==> src/sv/cfpq_pkg.sv <==
// Shared types, constants and the frame packing function for the CAN frame packer.
`timescale 1ns / 1ps

package cfpq_pkg;

  localparam int unsigned QUEUE_DEPTH_DEF = 8;

  localparam int unsigned ID_W   = 29;
  localparam int unsigned LEN_W  = 4;
  localparam int unsigned DATA_W = 64;
  localparam int unsigned CODE_W = 8;
  localparam int unsigned CNT_IN_W = 4;

  // Identifier bit positions
  localparam int unsigned SRC_SHIFT    = 22;
  localparam int unsigned DST_SHIFT    = 15;
  localparam int unsigned FUNC_SHIFT   = 7;
  localparam int unsigned TOTAL_SHIFT  = 4;
  localparam int unsigned OBJ_HI_SHIFT = 9;

  // Stream widths
  localparam int unsigned S_TDATA_W = 96;
  localparam int unsigned M_TDATA_W = 104;
  localparam int unsigned M_TUSER_W = 2;

  // Configuration register indexes
  localparam int unsigned CFG_IDX_W = 1;
  localparam logic [CFG_IDX_W-1:0] REG_EMERGENCY_CODE = 1'b0;
  localparam logic [CFG_IDX_W-1:0] REG_REPLY_CODE     = 1'b1;

  localparam logic [CODE_W-1:0] EMERGENCY_CODE_RST = 8'd35;
  localparam logic [CODE_W-1:0] REPLY_CODE_RST     = 8'd33;

  typedef enum logic [1:0] {
    ST_OK     = 2'd0,
    ST_BADLEN = 2'd1,
    ST_FULL   = 2'd2,
    ST_EMPTY  = 2'd3
  } status_e;

  // One queued frame
  typedef struct packed {
    logic [ID_W-1:0]   id;
    logic [LEN_W-1:0]  len;
    logic [DATA_W-1:0] data;
  } frame_t;

  // Ring occupancy flags
  typedef struct packed {
    logic full;
    logic empty;
  } ring_stat_t;

  function automatic frame_t pack_frame(
    input logic [6:0]  src,
    input logic [6:0]  dst,
    input logic [7:0]  fc,
    input logic [2:0]  tot,
    input logic [2:0]  part,
    input logic [9:0]  obj,
    input logic [4:0]  och,
    input logic [9:0]  attr,
    input logic [6:0]  ach,
    input logic [31:0] vals,
    input logic [3:0]  cnt
  );
    frame_t      f;
    logic [31:0] vmask;
    begin
      f.id = {src, dst, fc, tot, part, obj[OBJ_HI_SHIFT]};
      case (cnt)
        4'd1:    vmask = 32'h0000_00FF;
        4'd2:    vmask = 32'h0000_FFFF;
        4'd3:    vmask = 32'h00FF_FFFF;
        default: vmask = 32'hFFFF_FFFF;
      endcase
      f.data = {vals & vmask,
                attr[0], ach,
                attr[8:1],
                obj[0], och, 1'b0, attr[OBJ_HI_SHIFT],
                obj[8:1]};
      f.len = LEN_W'(cnt + 4'd4);
      return f;
    end
  endfunction

endpackage

==> src/sv/cfpq_ram.sv <==
// Generic single-port-write, registered-read RAM.
`timescale 1ns / 1ps

module cfpq_ram #(
  parameter int unsigned WIDTH = 8,
  parameter int unsigned DEPTH = 8
) (
  input  logic                     clk_i,
  input  logic                     we_i,
  input  logic [$clog2(DEPTH)-1:0] waddr_i,
  input  logic [WIDTH-1:0]         wdata_i,
  input  logic                     re_i,
  input  logic [$clog2(DEPTH)-1:0] raddr_i,
  output logic [WIDTH-1:0]         rdata_o
);

  logic [WIDTH-1:0] mem_q [DEPTH];
  logic [WIDTH-1:0] rdata_q;

  always_ff @(posedge clk_i) begin
    if (we_i) begin
      mem_q[waddr_i] <= wdata_i;
    end
    if (re_i) begin
      rdata_q <= mem_q[raddr_i];
    end
  end

  assign rdata_o = rdata_q;

endmodule

==> src/sv/cfpq_ring.sv <==
// Frame ring buffer: head/tail pointers, occupancy count and frame storage.
`timescale 1ns / 1ps

module cfpq_ring
  import cfpq_pkg::*;
#(
  parameter int unsigned DEPTH = QUEUE_DEPTH_DEF
) (
  input  logic       clk_i,
  input  logic       rst_ni,
  input  logic       push_i,
  input  frame_t     wdata_i,
  input  logic       pop_i,
  output frame_t     rdata_o,
  output ring_stat_t stat_o
);

  localparam int unsigned PTR_W = $clog2(DEPTH);
  localparam int unsigned CNT_W = $clog2(DEPTH + 1);
  localparam logic [PTR_W-1:0] LAST_SLOT = PTR_W'(DEPTH - 1);

  logic [PTR_W-1:0] head_q, head_d, tail_q, tail_d;
  logic [CNT_W-1:0] count_q, count_d;

  always_comb begin
    head_d  = head_q;
    tail_d  = tail_q;
    count_d = count_q;
    if (push_i) begin
      tail_d = (tail_q == LAST_SLOT) ? '0 : tail_q + 1'b1;
    end
    if (pop_i) begin
      head_d = (head_q == LAST_SLOT) ? '0 : head_q + 1'b1;
    end
    if (push_i && !pop_i) begin
      count_d = count_q + 1'b1;
    end else if (pop_i && !push_i) begin
      count_d = count_q - 1'b1;
    end
  end

  always_ff @(posedge clk_i or negedge rst_ni) begin
    if (!rst_ni) begin
      head_q  <= '0;
      tail_q  <= '0;
      count_q <= '0;
    end else begin
      head_q  <= head_d;
      tail_q  <= tail_d;
      count_q <= count_d;
    end
  end

  assign stat_o.full  = (count_q == CNT_W'(DEPTH));
  assign stat_o.empty = (count_q == '0);

  cfpq_ram #(
    .WIDTH ($bits(frame_t)),
    .DEPTH (DEPTH)
  ) u_ram (
    .clk_i   (clk_i),
    .we_i    (push_i),
    .waddr_i (tail_q),
    .wdata_i (wdata_i),
    .re_i    (pop_i),
    .raddr_i (head_q),
    .rdata_o (rdata_o)
  );

endmodule

==> src/sv/can_frame_packer_priority_queues_core.sv <==
// Top level of the CAN frame packer with emergency and normal frame queues.
//
// Input stream (s_axis_*): tuser selects the request. 0 packs the fields in
// tdata into a 29-bit extended identifier plus an 8-byte payload and queues
// it (emergency ring when func_code matches the emergency code, else normal
// ring). 1 is a send tick that pops one frame, emergency ring first.
// Output stream (m_axis_*): exactly one result transfer per input transfer,
// in order: status, and for a send tick the frame itself.
// Config port: cfg_we_i writes cfg_wdata_i into register cfg_idx_i
// (0 emergency code, 1 reply code); write only while idle.
// Path: decode and ring access, then the result register, which drives
// m_axis. Throughput is one transfer per cycle while m_axis_tready is
// held high, carried by the ring update at acceptance and the registered
// read of the ring RAM.
// Reset clears both rings to empty and loads the default codes (35, 33).
// A stalled receiver holds the result register; the middle stage then
// fills and s_axis_tready drops until m_axis_tready returns.
`timescale 1ns / 1ps

module can_frame_packer_priority_queues_core
  import cfpq_pkg::*;
#(
  parameter int unsigned QUEUE_DEPTH = QUEUE_DEPTH_DEF
) (
  input  logic                 clk_i,
  input  logic                 rst_ni,
  // Configuration write port
  input  logic                 cfg_we_i,
  input  logic [CFG_IDX_W-1:0] cfg_idx_i,
  input  logic [CODE_W-1:0]    cfg_wdata_i,
  // Request stream
  input  logic                 s_axis_tvalid,
  output logic                 s_axis_tready,
  // tdata, low bit up: source_id(7) dest_id(7) func_code(8) total_parts(3)
  // part_number(3) object_id(10) object_channel(5) attribute_id(10)
  // attribute_channel(7) values(32) value_count(4)
  input  logic [S_TDATA_W-1:0] s_axis_tdata,
  // tuser: kind(1)
  input  logic                 s_axis_tuser,
  // Result stream
  output logic                 m_axis_tvalid,
  input  logic                 m_axis_tready,
  // tdata, low bit up: status(2) frame_id(29) frame_length(4) frame_data(64)
  // zero pad(5)
  output logic [M_TDATA_W-1:0] m_axis_tdata,
  // tuser, low bit up: frame_valid(1) from_emergency(1)
  output logic [M_TUSER_W-1:0] m_axis_tuser
);

  // Config registers
  logic [CODE_W-1:0] emerg_code_q, reply_code_q;

  always_ff @(posedge clk_i or negedge rst_ni) begin
    if (!rst_ni) begin
      emerg_code_q <= EMERGENCY_CODE_RST;
      reply_code_q <= REPLY_CODE_RST;
    end else if (cfg_we_i) begin
      case (cfg_idx_i)
        REG_EMERGENCY_CODE: emerg_code_q <= cfg_wdata_i;
        REG_REPLY_CODE:     reply_code_q <= cfg_wdata_i;
        default: ;
      endcase
    end
  end

  // Request field unpacking
  logic [6:0]  src, dst, ach;
  logic [7:0]  fc;
  logic [2:0]  tot, part;
  logic [9:0]  obj, attr;
  logic [4:0]  och;
  logic [31:0] vals;
  logic [3:0]  cnt;

  assign src  = s_axis_tdata[6:0];
  assign dst  = s_axis_tdata[13:7];
  assign fc   = s_axis_tdata[21:14];
  assign tot  = s_axis_tdata[24:22];
  assign part = s_axis_tdata[27:25];
  assign obj  = s_axis_tdata[37:28];
  assign och  = s_axis_tdata[42:38];
  assign attr = s_axis_tdata[52:43];
  assign ach  = s_axis_tdata[59:53];
  assign vals = s_axis_tdata[91:60];
  assign cnt  = s_axis_tdata[95:92];

  // Pipeline handshake: stage 1 (ring access) then output register
  logic    p1_valid_q, p1_valid_d;
  status_e p1_status_q, p1_status_d;
  logic    p1_fvalid_q, p1_fvalid_d;
  logic    p1_emerg_q, p1_emerg_d;
  logic    out_valid_q;
  logic    out_load;
  logic    accept;

  assign out_load      = p1_valid_q && (!out_valid_q || m_axis_tready);
  assign s_axis_tready = !p1_valid_q || out_load;
  assign accept        = s_axis_tvalid && s_axis_tready;

  // Decode
  ring_stat_t u_stat, n_stat;
  frame_t     new_frame, u_rdata, n_rdata;
  logic       urgent, len_ok, ring_full;
  logic       push_u, push_n, pop_u, pop_n;

  assign urgent    = (fc == emerg_code_q);
  assign len_ok    = (cnt >= 4'd2 && cnt <= 4'd4) ||
                     (cnt == 4'd1 && !urgent && fc == reply_code_q);
  assign ring_full = urgent ? u_stat.full : n_stat.full;
  assign new_frame = pack_frame(src, dst, fc, tot, part, obj, och, attr, ach, vals, cnt);

  assign push_u = accept && !s_axis_tuser && len_ok && !ring_full && urgent;
  assign push_n = accept && !s_axis_tuser && len_ok && !ring_full && !urgent;
  assign pop_u  = accept && s_axis_tuser && !u_stat.empty;
  assign pop_n  = accept && s_axis_tuser && u_stat.empty && !n_stat.empty;

  always_comb begin
    p1_valid_d  = p1_valid_q;
    p1_status_d = p1_status_q;
    p1_fvalid_d = p1_fvalid_q;
    p1_emerg_d  = p1_emerg_q;
    if (out_load) begin
      p1_valid_d = 1'b0;
    end
    if (accept) begin
      p1_valid_d  = 1'b1;
      p1_fvalid_d = pop_u || pop_n;
      p1_emerg_d  = pop_u;
      if (s_axis_tuser) begin
        p1_status_d = (pop_u || pop_n) ? ST_OK : ST_EMPTY;
      end else if (!len_ok) begin
        p1_status_d = ST_BADLEN;
      end else if (ring_full) begin
        p1_status_d = ST_FULL;
      end else begin
        p1_status_d = ST_OK;
      end
    end
  end

  always_ff @(posedge clk_i or negedge rst_ni) begin
    if (!rst_ni) begin
      p1_valid_q <= 1'b0;
    end else begin
      p1_valid_q <= p1_valid_d;
    end
  end

  always_ff @(posedge clk_i) begin
    p1_status_q <= p1_status_d;
    p1_fvalid_q <= p1_fvalid_d;
    p1_emerg_q  <= p1_emerg_d;
  end

  cfpq_ring #(
    .DEPTH (QUEUE_DEPTH)
  ) u_urgent_ring (
    .clk_i   (clk_i),
    .rst_ni  (rst_ni),
    .push_i  (push_u),
    .wdata_i (new_frame),
    .pop_i   (pop_u),
    .rdata_o (u_rdata),
    .stat_o  (u_stat)
  );

  cfpq_ring #(
    .DEPTH (QUEUE_DEPTH)
  ) u_normal_ring (
    .clk_i   (clk_i),
    .rst_ni  (rst_ni),
    .push_i  (push_n),
    .wdata_i (new_frame),
    .pop_i   (pop_n),
    .rdata_o (n_rdata),
    .stat_o  (n_stat)
  );

  // Frame from the ring read port; zero when nothing was popped
  frame_t p1_frame;

  always_comb begin
    if (!p1_fvalid_q) begin
      p1_frame = '0;
    end else if (p1_emerg_q) begin
      p1_frame = u_rdata;
    end else begin
      p1_frame = n_rdata;
    end
  end

  // Output register
  status_e    out_status_q;
  frame_t     out_frame_q;
  logic       out_fvalid_q, out_emerg_q;

  always_ff @(posedge clk_i or negedge rst_ni) begin
    if (!rst_ni) begin
      out_valid_q <= 1'b0;
    end else if (out_load) begin
      out_valid_q <= 1'b1;
    end else if (m_axis_tready) begin
      out_valid_q <= 1'b0;
    end
  end

  always_ff @(posedge clk_i) begin
    if (out_load) begin
      out_status_q <= p1_status_q;
      out_frame_q  <= p1_frame;
      out_fvalid_q <= p1_fvalid_q;
      out_emerg_q  <= p1_emerg_q;
    end
  end

  assign m_axis_tvalid = out_valid_q;
  assign m_axis_tdata  = {5'd0, out_frame_q.data, out_frame_q.len, out_frame_q.id,
                          out_status_q};
  assign m_axis_tuser  = {out_emerg_q, out_fvalid_q};

`ifndef ASSERT_OFF
  // At most one ring operation per accepted request
  assert property (@(posedge clk_i) disable iff (!rst_ni)
    $onehot0({push_u, push_n, pop_u, pop_n}))
    else $error("more than one ring operation in a cycle");

  // Normal ring is popped only when the emergency ring is empty
  assert property (@(posedge clk_i) disable iff (!rst_ni)
    pop_n |-> u_stat.empty)
    else $error("normal frame sent ahead of emergency frame");

  // An accepted request always reaches the ring access stage
  assert property (@(posedge clk_i) disable iff (!rst_ni)
    accept |=> p1_valid_q)
    else $error("accepted request lost");

  // A sent frame always carries status ok
  assert property (@(posedge clk_i) disable iff (!rst_ni)
    (m_axis_tvalid && m_axis_tuser[0]) |-> (out_status_q == ST_OK))
    else $error("frame sent with non-ok status");
`endif

endmodule

==> config.mk <==
export PLATFORM = sky130hd
export DESIGN_NAME = can_frame_packer_priority_queues_core
export DESIGN_NICKNAME = d
export VERILOG_FILES = /design/src/sv/cfpq_pkg.sv /design/src/sv/cfpq_ram.sv /design/src/sv/cfpq_ring.sv /design/src/sv/can_frame_packer_priority_queues_core.sv
export SDC_FILE = /design/constraint.sdc
export NUM_CORES = 2
export LEC_CHECK = 0
export BUFFER_PORTS_ARGS = -buffer_cell sky130_fd_sc_hd__buf_4
export CORE_MARGIN = 4
export CORE_UTILIZATION = 65
export CTS_CLUSTER_DIAMETER = 120
export DETAILED_ROUTE_END_ITERATION = 10
export PLACE_DENSITY_LB_ADDON = 0.3
export SYNTH_ARGS = -nofsm -noshare
export SYNTH_HDL_FRONTEND = slang
export SYNTH_HIERARCHICAL = 1
export SYNTH_SLANG_ARGS = --single-unit
export TNS_END_PERCENT = 30
==> constraint.sdc <==
create_clock -name clk_i -period 20.2 [get_ports clk_i]
set_clock_uncertainty 0.2 [all_clocks]
set_input_delay 4.04 -clock clk_i [delete_from_list [all_inputs] [get_ports clk_i]]
set_output_delay 4.04 -clock clk_i [all_outputs]
set_load 0.005 [all_outputs]
# == Word-level counts from Yosys, hierarchy flattened ==
# Memory sizes are Yosys's and may differ from the RTL's. A register that Yosys moved wholly into a read port is not among the register bits.
# Cells that the tools add are included.
# classes
n_addsub,9
magnitude_cmp,2
n_eq_ne,11
muxes,23
bitwise_logic,2
n_reduce_logical,41
# op_table
op,count
2-to-1 mux 97 bit,1
case mux 32 bit (3 select lines),1
AND 32 bit,1
logical AND 1 bit,18
== test 8 bit,2
2-to-1 mux 4 bit,4
"adder 3 x 1 -> 3 bit, second input constant",4
"== test 3 bit, second input constant",4
2-to-1 mux 3 bit,4
logical NOT 1 bit,11
2-to-1 mux 1 bit,9
"adder 4 x 1 -> 4 bit, second input constant",2
"== test 4 x 2 -> 1 bit, second input constant",2
"== test 4 bit, second input constant",2
logical NOT 4 bit,2
2-to-1 mux 2 bit,4
nonzero test 2 bit,4
"subtractor 4 x 1 -> 4 bit, second input constant",2
"adder 4 x 3 -> 4 bit, second input constant",1
"== test 4 x 1 -> 1 bit, second input constant",1
">= comparator 4 x 2 -> 1 bit, second input constant",1
"less-or-equal comparator 4 x 3 -> 1 bit, second input constant",1
logical OR 1 bit,4
AND reduction 2 bit,2
inverter 1 bit,1
# word_totals
register_bits,337
ram_bits,1536
in_bits,111
out_inout_bits,108
wordCells,111
memories,2
# mem_list
name,words,width,read_ports,rd_ports_with_merged_regs,wr,line,source
u_normal_ring.u_ram.mem_q,8,96,1,1,1,cfpq_ram.sv:17,logic [WIDTH-1:0] mem_q [DEPTH];
u_urgent_ring.u_ram.mem_q,8,96,1,1,1,cfpq_ram.sv:17,

# == Logic depth before layout (Yosys ltp) ==
# logic_depth
word_depth,13
mapped_depth,12
depth_no_buf,12

# == Hierarchy ==
# The synthesis kept the hierarchy.
# by_module_without_submodules
module,n_inst,cells_per_inst,area_each_um2,seq_area_each_um2
cfpq_ram,2,1232,32093.3,26215.1
can_frame_packer_priority_queues_core,1,442,6072.1,3609.7
cfpq_ring,2,53,608.1,250.2

# == Worst setup path after synthesis ==
# OpenSTA, ideal clock, no wires.
# synth_path
path_kind,input-to-reg
start,in m_axis_tready
end,reg u_normal_ring.count_q[3]
setup_time_ps,129
arrival_ps,13653
t_required_ps,19871
setup_slack_ps,6218
cell_stages,12
path_buffers,0
cell_sequence,nand3b_1 > nand2_1 > inv_1 > nand2_1 > nor3b_1 > inv_1 > ha_1 > inv_1 > ha_1 > or4_4 > o211ai_2 > o211ai_2
# synth_via
word_cells_on_any_way,17
cone_classes,mux: 1; reduce/logical: 16
# synth_lines
item,line,source
from (decl),can_frame_packer_priority_queues_core.sv:42,"input logic m_axis_tready,"
logical OR 1 bit (*),can_frame_packer_priority_queues_core.sv:96,assign out_load = p1_valid_q && (!out_valid_q || m_axis_tready);
logical AND 1 bit (*),can_frame_packer_priority_queues_core.sv:96,
logical OR 1 bit (*),can_frame_packer_priority_queues_core.sv:97,assign s_axis_tready = !p1_valid_q || out_load;
logical AND 1 bit (*),can_frame_packer_priority_queues_core.sv:98,assign accept = s_axis_tvalid && s_axis_tready;
via accept,can_frame_packer_priority_queues_core.sv:94,logic accept;
logical AND 1 bit (*) (3 in series),can_frame_packer_priority_queues_core.sv:115,assign pop_n = accept && s_axis_tuser && u_stat.empty && !n_stat.empty;
via pop_n,can_frame_packer_priority_queues_core.sv:104,"logic push_u, push_n, pop_u, pop_n;"
logical NOT 1 bit,cfpq_ring.sv:35,if (push_i && !pop_i) begin
logical AND 1 bit,cfpq_ring.sv:35,
2-to-1 mux 4 bit or nonzero test 2 bit (tied branches),--,
to (signal assigned),cfpq_ring.sv:50,count_q <= count_d;
to (decl),cfpq_ring.sv:23,"logic [CNT_W-1:0] count_q, count_d;"
# Mark *: on every way through the listed nets, which the timed path passes. The rest lies on a longest branch.
# A chain may end at the register's enable or synchronous reset.

# == Worst setup path in the final report ==
# layout_path
start,in m_axis_tready
end,out s_axis_tready
# layout_via
elab_chain_len,3
# layout_lines
item,line,source
logical OR 1 bit,can_frame_packer_priority_queues_core.sv:96,
logical AND 1 bit,can_frame_packer_priority_queues_core.sv:96,
logical OR 1 bit,can_frame_packer_priority_queues_core.sv:97,
to (decl),can_frame_packer_priority_queues_core.sv:33,"output logic s_axis_tready,"
# Every way passes these cells.

==> metrics.md <==
| Metric | Value |
|---|---|
| Hpwl dp | 78800 µm |
| # port buffers | 213 |
| Routed via count | 32900 |
| Syn_area_per_cell | 23.7 µm² |
| Antenna Violating Nets Remaining | 0 |
| YS warnings | 6 |
| CTS tree | done |
| Gpl congestion | 0.750 |
| CTS clk-pin slew, worst paths | 0.06 ns |
| Layout area overhead | 12.4% |
| GRT overflow | 0 |
| Synth Cell Area | 0.0715 mm² |
| Main combinational cell family by area after synthesis | multiplexers |
| Core area | 0.109 mm² |
| Post_cts resized | 0 |
| Hold crit path type | flip-flop to flip-flop |
| Top cell family by delay on the critical path | buffers and inverters |
| Setup Buffers After CTS | 0 |
| Antenna violations before repair | 6 |
| Post-CTS Hold Buffers | 0 |
| I/O pin count | 219 |
| Max Clock Freq | 115 MHz |
| Simple-gate share of the synthesized area | 0.0171 |
| Chip Width | 340 µm |
| Crit path cell chain | buf_4 > nand3b_1 > buf_4 |
| Hold path start | p1_valid_q$_DFFE_PN0P_ |
| Yosys top cell area share | 0.778 |
| DRT Pass-1 Iters | 5 |
| Post-synth cell types | 44 |
| Htree depth | 4 |
| Mux contribution to synthesized area | 0.171 |
| Number of max-cap violations | 0 |
| CP Capture Type | output pin |
| FF-to-FF End | u_urgent_ring/u_ram/mem_q[2][60]$_DFFE_PP_ |
| Pin count of the biggest net entering global routing | 115 |
| DRC | 0 |
| Ranking of synthesized cells by area | edfxtp_1 78%, mux4_2 12%, mux2_2 3.5% |
| Post-route core utilization | 0.737 |
| Reg2reg start | emerg_code_q[1]$_DFFE_PN1P_ |
| Slew headroom | 0.180 |
| Pwr per Cell Area | 121 mW/mm² |
| CP Class | primary input to output pin |
| Detailed Route WL | 160000 µm |
| Synth Area in Adders | 0.00319 |
| Hold path depth | 1 |
| Initial core utilization | 0.656 |
| Crit path launch type | primary input |
| Initial drt markers | 4058 |
| RSZ-0062 raised after global routing | no |
| Fillers | 5585 |
| Num CTS Buffers | 175 |
| Row count | 121 |
| Post-route setup TNS | 0 ns |
| Compound-cell area share of the yosys netlist | 0.00231 |
| Slew at the pin closest to its max-slew limit | 1.22 ns |
| Final nets | 3466 |
| Global-route wire length before repair | 237000 µm |
| Fraction of layout cells with a size suffix above 1 | 0.336 |
| Final max-slew violation count | 0 |
| Flops & latches, synth | 1889 |
| DIE HEIGHT | 340 µm |
| DIE AREA | 0.115 mm² |
| Clock sink count | 1889 |
| Vias in the first global route | 35100 |
| Post-synthesis sequential area ratio | 0.791 |
| Slowest cell delay on critical path | 0.18 ns |
| Final period util | 0.432 |
| Hold Path Sink | m_axis_tvalid$_DFFE_PN0P_ |
| Vias per inst | 6.71 |
| CP Data Arrival Time | 4.49 ns |
| Setup Viol. Count Final | 0 |
| Slowest CP cell | nand3b_1 |
| Gr usage total | 0.284 |
| Final worst path period need | 8.73 ns |
| Clock tree buffer depth | 3 |
| Clk root buf | clkbuf_16 |
| Register-to-register setup slack | 15.75 ns |
| LEAKAGE | 25.8 nW |
| Xor/xnor cell area share of the yosys netlist | 0.00257 |
| Cell mode on critical path | buf_4 |
| Max IR drop VDD | 0.000122 V |
| Pwr Total | 9.75 mW |
| WP buf/inv | 2 |
| Synthesized instance count | 3012 |
| Clock latency on the worst-skew pair | 0.78 ns |
| Status | complete, no violations |
| Final Hold Vio Count | 0 |
| Post-synth top area cell | edfxtp_1 |
| Wire per inst | 32.7 µm |
| R2R cell count | 8 |
| CP Max Fanout | 3 |
| WP data required | 15.96 ns |
==> where the power goes <==
part | internal (mW) | switching [mW]
clock | 1.86 | 1.41
sequential | 4.51 | 0.190
combinational | 0.961 | 0.808
total | 7.34 | 2.41
==> routing by layer <==
layer | global-route usage | routed length (µm) | vias up
li1 | - | - | 13200
met1 | 0.383 | 57300 | 17300
met2 | 0.468 | 81800 | 2103
met3 | 0.0697 | 16200 | 306
met4 | 0.0935 | 5010 | 4
met5 | 0 | 24 | -
==> cell usage in the layout, fill, tap and decap left out, drive strengths merged, types with 2 or more instances in the layout <==
cell type	count
dfstp	5
o211ai	5
and2	26
xnor2	14
inv	17
nor4	4
a2111o	2
bufinv	19
mux2	220
nand4	3
nor2b	98
edfxtp	1851
mux2i	100
diode	2
fa	2
nand3	4
mux4	388
clkinvlp	5
ha	15
nand2b	10
or4	2
xor2	7
nor2	19
clkbuf	217
nor4b	3
o21ai	8
buf	270
dfrtp	33
a21oi	4
nand3b	8
nand2	13
conb	21
or3	2
nor3	7
clkinv	79
==> through the flow <==
stage / hold slack (ns) / area (µm²) / cells / worst slack, ns
after floorplan: 0.200 / 71500 / 3032 / 6.22
after global placement: 0.278 / 74600 / 4575 / 11.39
after detailed placement: 0.286 / 74600 / 4575 / 11.29
after CTS: 0.311 / 80300 / 4900 / 11.47
after global routing: 0.333 / 80300 / 4901 / 11.44
final: 0.313 / 80300 / 4902 / 11.47
==> layout make-up <==
cell class	instances	area (µm²)	share of cell area
clock inverter	108	1090	0.0136
timing repair buffer	270	2050	0.0255
tap	1414	1770	0.0220
sequential	1889	56600	0.704
inverter	12	45.0	0.000561
clock buffer	217	4590	0.0571
multi-input combinational	990	14200	0.177
antenna	2	5.00	0.0000623
==> worst register-to-register path, cell delays in order, from the launching register on <==
cell	delay [ns]
dfstp_2	0.54
xnor2_1	0.13
nand4_1	0.11
nor2_1	0.30
nor4b_1	0.30
buf_4	0.21
nand2b_1	0.22
nor2_4	0.91
buf_4	1.10
==> worst max-delay path by stage <==
stage                startpoint  cells past startpoint                                         end
2_1_floorplan     m_axis_tready                     12        u_normal_ring/count_q[3]$_DFFE_PN0P_
4_1_cts           m_axis_tready                      3                               s_axis_tready
5_1_grt           m_axis_tready                      3                               s_axis_tready
3_5_place_dp   s_axis_tdata[94]                     12  u_normal_ring/u_ram/mem_q[1][36]$_DFFE_PP_
3_3_place_gp   s_axis_tdata[94]                     12  u_normal_ring/u_ram/mem_q[0][35]$_DFFE_PP_
6_report          m_axis_tready                      3                               s_axis_tready
==> flip-flops by register name (all words and copies together) (netlist names), 4 cells and up <==
name and flops:
emerg_code_q 8, u_urgent_ring/count_q 4, u_normal_ring/count_q 4, u_urgent_ring/u_ram/mem_q 776, u_urgent_ring/u_ram/rdata_o 97, m_axis_tdata 97, u_normal_ring/u_ram/rdata_o 97, u_normal_ring/u_ram/mem_q 776
reply_code_q 8
==> synthesized netlist by cell type (all sizes together) <==
cell	number
a2111o	2
a2111oi	1
a21oi	4
a22oi	1
and2	26
buf	81
clkbuf	60
conb	1
dfrtp	33
dfstp	5
edfxtp	1851
fa	2
ha	15
inv	12
mux2	220
mux2i	100
mux4	388
nand2	13
nand2b	10
nand3	4
nand3b	8
nand4	3
nor2	19
nor2b	98
nor3	7
nor3b	1
nor4	4
nor4b	3
o211ai	5
o21ai	8
o311ai	1
or3	2
or4	2
or4b	1
xnor2	14
xor2	7
==> logic make-up after synthesis <==
group | count (synthesis)
flops | 1889
xor+xnor | 21
fa+ha+maj | 17
mux | 708
simple gates | 201
other cells | 1
buf+inv | 153
compound gates | 22
No activity file was read; power rests on OpenSTA's default activity.
